===== config.mk =====
export PLATFORM = sky130hd
export DESIGN_NAME = bfs_ctrl
export DESIGN_NICKNAME = d
export VERILOG_FILES = /design/src/sv/bfs_pkg.sv /design/src/sv/bfs_ctrl.sv
export SDC_FILE = /design/constraint.sdc
export NUM_CORES = 1
export LEC_CHECK = 0
export BUFFER_PORTS_ARGS = -buffer_cell sky130_fd_sc_hd__buf_4
export CORE_UTILIZATION = 43
export DETAILED_ROUTE_END_ITERATION = 7
export MAX_ROUTING_LAYER = met4
export PLACE_DENSITY = 0.71
export SETUP_SLACK_MARGIN = 0.3
export SYNTH_ARGS = -nofsm -noshare
export SYNTH_HDL_FRONTEND = slang
export SYNTH_SLANG_ARGS = --single-unit
export TNS_END_PERCENT = 100

===== constraint.sdc =====
create_clock -name clk -period 5.45 [get_ports clk]
set_input_delay 1.635 -clock clk [delete_from_list [all_inputs] [get_ports clk]]
set_output_delay 1.635 -clock clk [all_outputs]
set_load 0.01 [all_outputs]

===== src/sv/bfs_pkg.sv =====
// ----------------------------------------------------------------------------
// bfs_pkg
// Shared types, constants and helpers for the boids flock step unit.
// ----------------------------------------------------------------------------
package bfs_pkg;

  localparam int MAX_BOIDS = 64;
  localparam int IDX_W     = 6;
  localparam int CNT_W     = 7;

  // iteration counts of the serial divider
  localparam logic [CNT_W-1:0] MEAN_STEPS = 7'd39;
  localparam logic [CNT_W-1:0] PAIR_STEPS = 7'd33;

  // register reset values
  localparam logic [6:0]  RST_FLOCK_SIZE = 7'd64;
  localparam logic [30:0] RST_RADIUS     = 31'd6554;
  localparam logic [15:0] RST_TIME_STEP  = 16'd1092;
  localparam logic [15:0] RST_COH_GAIN   = 16'd655;
  localparam logic [15:0] RST_SEP_GAIN   = 16'd32768;
  localparam logic [15:0] RST_ALIGN_GAIN = 16'd13107;

  localparam logic signed [35:0] FX_MAX_EXT = 36'sd2147483647;
  localparam logic signed [35:0] FX_MIN_EXT = -36'sd2147483648;

  typedef enum logic [2:0] {
    REG_FLOCK_SIZE = 3'd0,
    REG_RADIUS     = 3'd1,
    REG_TIME_STEP  = 3'd2,
    REG_COH_GAIN   = 3'd3,
    REG_SEP_GAIN   = 3'd4,
    REG_ALIGN_GAIN = 3'd5
  } bfs_reg_t;

  typedef struct packed {
    logic               mode;
    logic [IDX_W-1:0]   boid_index;
    logic signed [31:0] load_pos_x;
    logic signed [31:0] load_pos_y;
    logic signed [31:0] load_vel_x;
    logic signed [31:0] load_vel_y;
  } bfs_in_t;

  typedef struct packed {
    logic [IDX_W-1:0]   out_index;
    logic signed [31:0] new_pos_x;
    logic signed [31:0] new_pos_y;
    logic signed [31:0] new_vel_x;
    logic signed [31:0] new_vel_y;
    logic               last_boid;
    logic               saturated;
  } bfs_out_t;

  typedef struct packed {
    logic signed [31:0] px;
    logic signed [31:0] py;
    logic signed [31:0] vx;
    logic signed [31:0] vy;
  } bfs_entry_t;

  typedef struct packed {
    logic [30:0] neighbor_radius;
    logic [15:0] time_step;
    logic [15:0] cohesion_gain;
    logic [15:0] separation_gain;
    logic [15:0] alignment_gain;
  } bfs_cfg_t;

  typedef enum logic [4:0] {
    OP_NONE, OP_LOAD, OP_SUM_CLR, OP_SUM_ACC, OP_MP_DIV, OP_MP_SET, OP_MV_DIV,
    OP_MV_SET, OP_AL_SCL, OP_AL_SET, OP_OWN, OP_DIFF, OP_SQ, OP_D2, OP_PR_DIV,
    OP_PR_ACC, OP_SM_DIV, OP_SM_SET, OP_SEP_SCL, OP_COH_SCL, OP_ACC, OP_VEL_SCL,
    OP_VEL, OP_POS_SCL, OP_POS, OP_EMIT, OP_COPY
  } bfs_op_t;

  typedef struct packed {
    bfs_op_t          op;
    logic [IDX_W-1:0] addr;
    logic             last;
    logic [CNT_W-1:0] count;
  } bfs_cmd_t;

  typedef struct packed {
    logic nbr;
    logic cnt_zero;
    logic div_done;
  } bfs_stat_t;

  typedef enum logic [4:0] {
    ST_IDLE, ST_SUM_RD, ST_SUM_ACC, ST_MP_DIV, ST_MP_WAIT, ST_MV_DIV, ST_MV_WAIT,
    ST_AL_SCL, ST_AL_SET, ST_OWN_RD, ST_OWN, ST_PR_RD, ST_PR_DIFF, ST_PR_SQ,
    ST_PR_D2, ST_PR_CHK, ST_PR_WAIT, ST_SM_DIV, ST_SM_WAIT, ST_SM_SET,
    ST_SEP_SCL, ST_COH_SCL, ST_ACC, ST_VEL_SCL, ST_VEL, ST_POS_SCL, ST_POS,
    ST_EMIT, ST_CP_RD, ST_CP_WR
  } bfs_state_t;

  // magnitude of a 39-bit signed sum
  function automatic logic [38:0] mag39(input logic signed [38:0] a);
    logic [38:0] r;
    r = a[38] ? 39'(-a) : 39'(a);
    return r;
  endfunction

  // magnitude of a 33-bit signed operand
  function automatic logic [32:0] mag33(input logic signed [32:0] a);
    logic [32:0] r;
    r = a[32] ? 33'(-a) : 33'(a);
    return r;
  endfunction

  // put a sign back on a 32-bit quotient magnitude
  function automatic logic signed [31:0] apply_sign(input logic neg, input logic [31:0] q);
    logic signed [32:0] t;
    t = $signed({1'b0, q});
    t = neg ? -t : t;
    return t[31:0];
  endfunction

  // clip to the signed 32-bit range
  function automatic logic signed [31:0] clip_fx(input logic signed [35:0] v);
    logic signed [35:0] r;
    r = v;
    if (v > FX_MAX_EXT) r = FX_MAX_EXT;
    if (v < FX_MIN_EXT) r = FX_MIN_EXT;
    return r[31:0];
  endfunction

  function automatic logic clip_hit(input logic signed [35:0] v);
    return (v > FX_MAX_EXT) || (v < FX_MIN_EXT);
  endfunction

endpackage


===== src/sv/bfs_ctrl.sv =====
// ----------------------------------------------------------------------------
// bfs_ctrl
// Sequencer for load and step items: mean pass, per-boid pair loop,
// per-boid update and the final copy of the snapshot back to the store.
// ----------------------------------------------------------------------------
module bfs_ctrl
  import bfs_pkg::*;
(
  input  logic             clk,
  input  logic             rst,
  input  logic             start,
  input  logic             mode,
  input  logic [6:0]       flock_size,
  input  bfs_stat_t        stat,
  output bfs_cmd_t         ctl,
  output logic             busy
);

  bfs_state_t       state, state_next;
  logic [IDX_W-1:0] i, i_next;
  logic [IDX_W-1:0] j, j_next;
  logic [CNT_W-1:0] count;
  logic [IDX_W-1:0] last_idx;
  logic             j_last, i_last;

  // effective flock size, clamped to 1 .. MAX_BOIDS
  always_comb begin
    if (flock_size == '0) begin
      count = 7'd1;
    end else if (flock_size > 7'(MAX_BOIDS)) begin
      count = 7'(MAX_BOIDS);
    end else begin
      count = flock_size;
    end
    last_idx = 6'(count - 7'd1);
    j_last   = (j == last_idx);
    i_last   = (i == last_idx);
  end

  assign busy = (state != ST_IDLE);

  // state register
  always_ff @(posedge clk) begin
    if (rst) begin
      state <= ST_IDLE;
      i     <= '0;
      j     <= '0;
    end else begin
      state <= state_next;
      i     <= i_next;
      j     <= j_next;
    end
  end

  // next state and commands
  always_comb begin
    state_next = state;
    i_next     = i;
    j_next     = j;
    ctl.op     = OP_NONE;
    ctl.addr   = j;
    ctl.last   = 1'b0;
    ctl.count  = count;
    case (state)
      ST_IDLE: begin
        if (start && !mode) begin
          ctl.op = OP_LOAD;
        end else if (start) begin
          ctl.op     = OP_SUM_CLR;
          j_next     = '0;
          state_next = ST_SUM_RD;
        end
      end
      ST_SUM_RD: state_next = ST_SUM_ACC;
      ST_SUM_ACC: begin
        ctl.op = OP_SUM_ACC;
        if (j_last) begin
          state_next = ST_MP_DIV;
        end else begin
          j_next     = j + 6'd1;
          state_next = ST_SUM_RD;
        end
      end
      ST_MP_DIV: begin
        ctl.op     = OP_MP_DIV;
        state_next = ST_MP_WAIT;
      end
      ST_MP_WAIT: begin
        if (stat.div_done) begin
          ctl.op     = OP_MP_SET;
          state_next = ST_MV_DIV;
        end
      end
      ST_MV_DIV: begin
        ctl.op     = OP_MV_DIV;
        state_next = ST_MV_WAIT;
      end
      ST_MV_WAIT: begin
        if (stat.div_done) begin
          ctl.op     = OP_MV_SET;
          state_next = ST_AL_SCL;
        end
      end
      ST_AL_SCL: begin
        ctl.op     = OP_AL_SCL;
        state_next = ST_AL_SET;
      end
      ST_AL_SET: begin
        ctl.op     = OP_AL_SET;
        i_next     = '0;
        state_next = ST_OWN_RD;
      end
      ST_OWN_RD: begin
        ctl.addr   = i;
        state_next = ST_OWN;
      end
      ST_OWN: begin
        ctl.op     = OP_OWN;
        j_next     = '0;
        state_next = ST_PR_RD;
      end
      ST_PR_RD: state_next = ST_PR_DIFF;
      ST_PR_DIFF: begin
        ctl.op     = OP_DIFF;
        state_next = ST_PR_SQ;
      end
      ST_PR_SQ: begin
        ctl.op     = OP_SQ;
        state_next = ST_PR_D2;
      end
      ST_PR_D2: begin
        ctl.op     = OP_D2;
        state_next = ST_PR_CHK;
      end
      ST_PR_CHK: begin
        if (stat.nbr) begin
          ctl.op     = OP_PR_DIV;
          state_next = ST_PR_WAIT;
        end else if (j_last) begin
          state_next = ST_SM_DIV;
        end else begin
          j_next     = j + 6'd1;
          state_next = ST_PR_RD;
        end
      end
      ST_PR_WAIT: begin
        if (stat.div_done) begin
          ctl.op = OP_PR_ACC;
          if (j_last) begin
            state_next = ST_SM_DIV;
          end else begin
            j_next     = j + 6'd1;
            state_next = ST_PR_RD;
          end
        end
      end
      ST_SM_DIV: begin
        if (stat.cnt_zero) begin
          state_next = ST_SM_SET;
        end else begin
          ctl.op     = OP_SM_DIV;
          state_next = ST_SM_WAIT;
        end
      end
      ST_SM_WAIT: begin
        if (stat.div_done) begin
          state_next = ST_SM_SET;
        end
      end
      ST_SM_SET: begin
        ctl.op     = OP_SM_SET;
        state_next = ST_SEP_SCL;
      end
      ST_SEP_SCL: begin
        ctl.op     = OP_SEP_SCL;
        state_next = ST_COH_SCL;
      end
      ST_COH_SCL: begin
        ctl.op     = OP_COH_SCL;
        state_next = ST_ACC;
      end
      ST_ACC: begin
        ctl.op     = OP_ACC;
        state_next = ST_VEL_SCL;
      end
      ST_VEL_SCL: begin
        ctl.op     = OP_VEL_SCL;
        state_next = ST_VEL;
      end
      ST_VEL: begin
        ctl.op     = OP_VEL;
        state_next = ST_POS_SCL;
      end
      ST_POS_SCL: begin
        ctl.op     = OP_POS_SCL;
        state_next = ST_POS;
      end
      ST_POS: begin
        ctl.op     = OP_POS;
        state_next = ST_EMIT;
      end
      ST_EMIT: begin
        ctl.op   = OP_EMIT;
        ctl.addr = i;
        ctl.last = i_last;
        if (i_last) begin
          j_next     = '0;
          state_next = ST_CP_RD;
        end else begin
          i_next     = i + 6'd1;
          state_next = ST_OWN_RD;
        end
      end
      ST_CP_RD: state_next = ST_CP_WR;
      ST_CP_WR: begin
        ctl.op = OP_COPY;
        if (j_last) begin
          state_next = ST_IDLE;
        end else begin
          j_next     = j + 6'd1;
          state_next = ST_CP_RD;
        end
      end
      default: state_next = ST_IDLE;
    endcase
  end

endmodule


==> run metrics <==
CTS root buf clkbuf_8; IO Count 34; maximum VDD drop 0.0000945 V; Crit-path slowest cell or4_4; crit path kind primary input to output port; Yosys warnings 0; placer congestion estimate 0.845; Clk pin slew, worst setup/hold paths 0.06 ns; total routed wirelength 5370 um; most common cell after layout, fill and taps aside buf_4; P_leak 0.920 nW; Sw Pwr 0.104 mW; Yosys top cell by area dfxtp_1; Slew @ Worst Pin 1.01 ns; Setup crit end kind output port; DIE AREA 0.00490 mm2; post-CTS setup buffer count 0; area of the core 0.00438 mm2; Pint 0.229 mW; dpl ws -0.392 ns; area of the mapped netlist 0.00199 mm2; HPWL after DPL 4010 um; setup ws final -0.356 ns; largest net degree at the start of global routing 28; Sw Ratio 31.2%; total CTS buffers 3; Slew Viols, Final 0; RSZ-0062 raised after global routing true; Period Utilization, post-route 107%; sequential area share after synthesis 17.1%; final hold slack 0.552 ns; failing checks negative setup slack; GR Overflow Total 0; first-pass GRT wire length 8870 um; Starting Density 45.3%; Synth Flop Type dfxtp_1; Layout Nets 328; TritonCTS clock tree yes; clk_lat worst skew 0.25 ns; Syn Inst Count 280; CTS max path bufs 2; Antenna Nets Post-Route 0; Vias 2187; Synth area leaders dfxtp_1 17%, nand2_1 4.9%, a21oi_1 4.5%; Mapped Nets 297; Initial DRC Count 157; number of instances in the placed design 358; clock network power share 28.6%; unique cell type count in the Yosys netlist 72; total track usage 22.2%; die height 70.0 um; Finished Layout Cells 362; EDFF count, synth 0; # DRC 0; area fraction of the dominant cell type after synthesis 17.1%; initial antenna violation count 0; power density over cell area 138 mW/mm2; final setup fails 1; PortBufs 33; Post-synth ARST share 0%; crit-path cells buf_6, or4_4, nor2_2, nor2_1, or2_4, ha_4, xnor2_2, xnor2_1, or4_4, nor4b_4, buf_4; Hold Violations, Final 0; min Tclk post-route 5.81 ns; CTS sink cnt 17; max-cap viol count 0; Slew headroom 32.0%; Hold WC Path Type register to register; CTS H-Tree Depth 1; Clock Skew 0.00628 ns; width of the die 70.0 um; fmax 0.172 GHz; most frequent cells in the layout 45 x buf_4, 26 x nand2_1, 21 x nor2_1; Critical Path Start Type primary input; Rows 24; Worst EP required 3.82 ns; Post-CTS Hold Fix Bufs 0; CP Max Fanout 4; synthesized area per cell 7.10 um2; status complete, but fails checks; Diodes inserted 0; Seq cells post-synth 17; share of cells above drive strength 1 22.9%; CP peak stage delay 0.54 ns; sequential power share 40.3%; CP arrival 4.17 ns; CP dominant cell by count or4_4; DR vias/cell 6.04; Syn-to-layout area delta 21.2%; wire per inst 14.8 um; logic gate share of total power 31.1%; number of global-route vias before repair 1956; Detailed Routing Iterations Pass 1 4
-- repair_timing --
| action | CTS | global route |
|---|---|---|
| endpoints found under the setup margin | 1 | 1 |
| pin swaps | 1 | 2 |
| hold endpoints to repair | 0 | 0 |
| gates resized for setup | 2 | 2 |
-- synth_stat cells, types with 7 or more instances --
library cell and number:
nand2_1 26, nor2_1 22, a21oi_1 18, clkbuf_1 17
dfxtp_1 17, o21ai_0 16, inv_1 11, nand2b_1 11
nand3_1 10, xnor2_1 8, nor3_1 7
-- worst paths after layout --
kind / start / end / slack (ns) / cells past startpoint
max: flock_size[3] / ctl[7] / -0.36 / 11
min: i[1]$_SDFFE_PP0P_ / i[1]$_SDFFE_PP0P_ / 0.55 / 2
min reg2reg: i[1]$_SDFFE_PP0P_ / i[1]$_SDFFE_PP0P_ / 0.55 / 2
max reg2reg: state[1]$_SDFFE_PP0P_ / j[4]$_SDFFE_PP0P_ / 2.75 / 6
-- stage by stage --
stage	TNS (ns)	cell area, um2	power [mW]	util (%)
after detailed placement	-0.392	2340	0.238	53.5
after global placement	-0.373	2340	0.237	53.5
after global routing	-0.419	2410	0.349	54.9
after CTS	-0.390	2400	0.333	54.7
after floorplan	-0.0966	2010	0.198	-
final	-0.356	2410	0.333	54.9
-- worst max-delay path, delay by kind of cell --
kind / cells / cell delay [ns]
AND/OR/NAND/NOR: 6 / 1.79
adder cells (fa/ha/maj): 1 / 0.18
XOR/XNOR: 2 / 0.27
buffers and inverters: 2 / 0.27
-- power by group through the flow --
stage | Clock [mW] | Combinational, mW | Sequential [mW]
global placement | 0 | 0.0997 | 0.137
CTS | 0.0962 | 0.103 | 0.134
global route | 0.101 | 0.113 | 0.135
finish | 0.0954 | 0.104 | 0.134
detailed placement | 0 | 0.101 | 0.137
floorplan | 0 | 0.0692 | 0.129
-- registers in the layout, indices dropped and copies added (netlist names) --
register	flops
state	5
i	6
j	6
-- cell families (layout without fill, tap and decap cells) --
family	count (synthesis)	after routing	share of synthesized area [%]
DFF	17	17	17.1
adders and majority gates	3	3	1.89
muxes	8	8	4.41
and+or+nand+nor	122	122	33.9
xor gates and xnor gates	11	11	5.54
AOI/OAI and AO/OA	87	87	30.8
buffers and inverters	32	62	6.30
-- per-layer routing --
layer	GRT usage (%)	vias up	wire [um]
met5	-	-	0
met4	4.89	0	39
met1	28.3	1031	2440
met2	38.0	49	2710
li1	-	1103	-
met3	1.88	4	188
-- final cells by class --
| type | instances | area [um2] |
|---|---|---|
| clock buffer | 4 | 45.0 |
| fill | 463 | 1980 |
| inverter | 11 | 41.3 |
| multi-input combinational | 231 | 1560 |
| sequential | 17 | 340 |
| tap | 52 | 65.1 |
| timing repair buffer | 47 | 360 |
No activity file was read; power rests on OpenSTA's default activity.
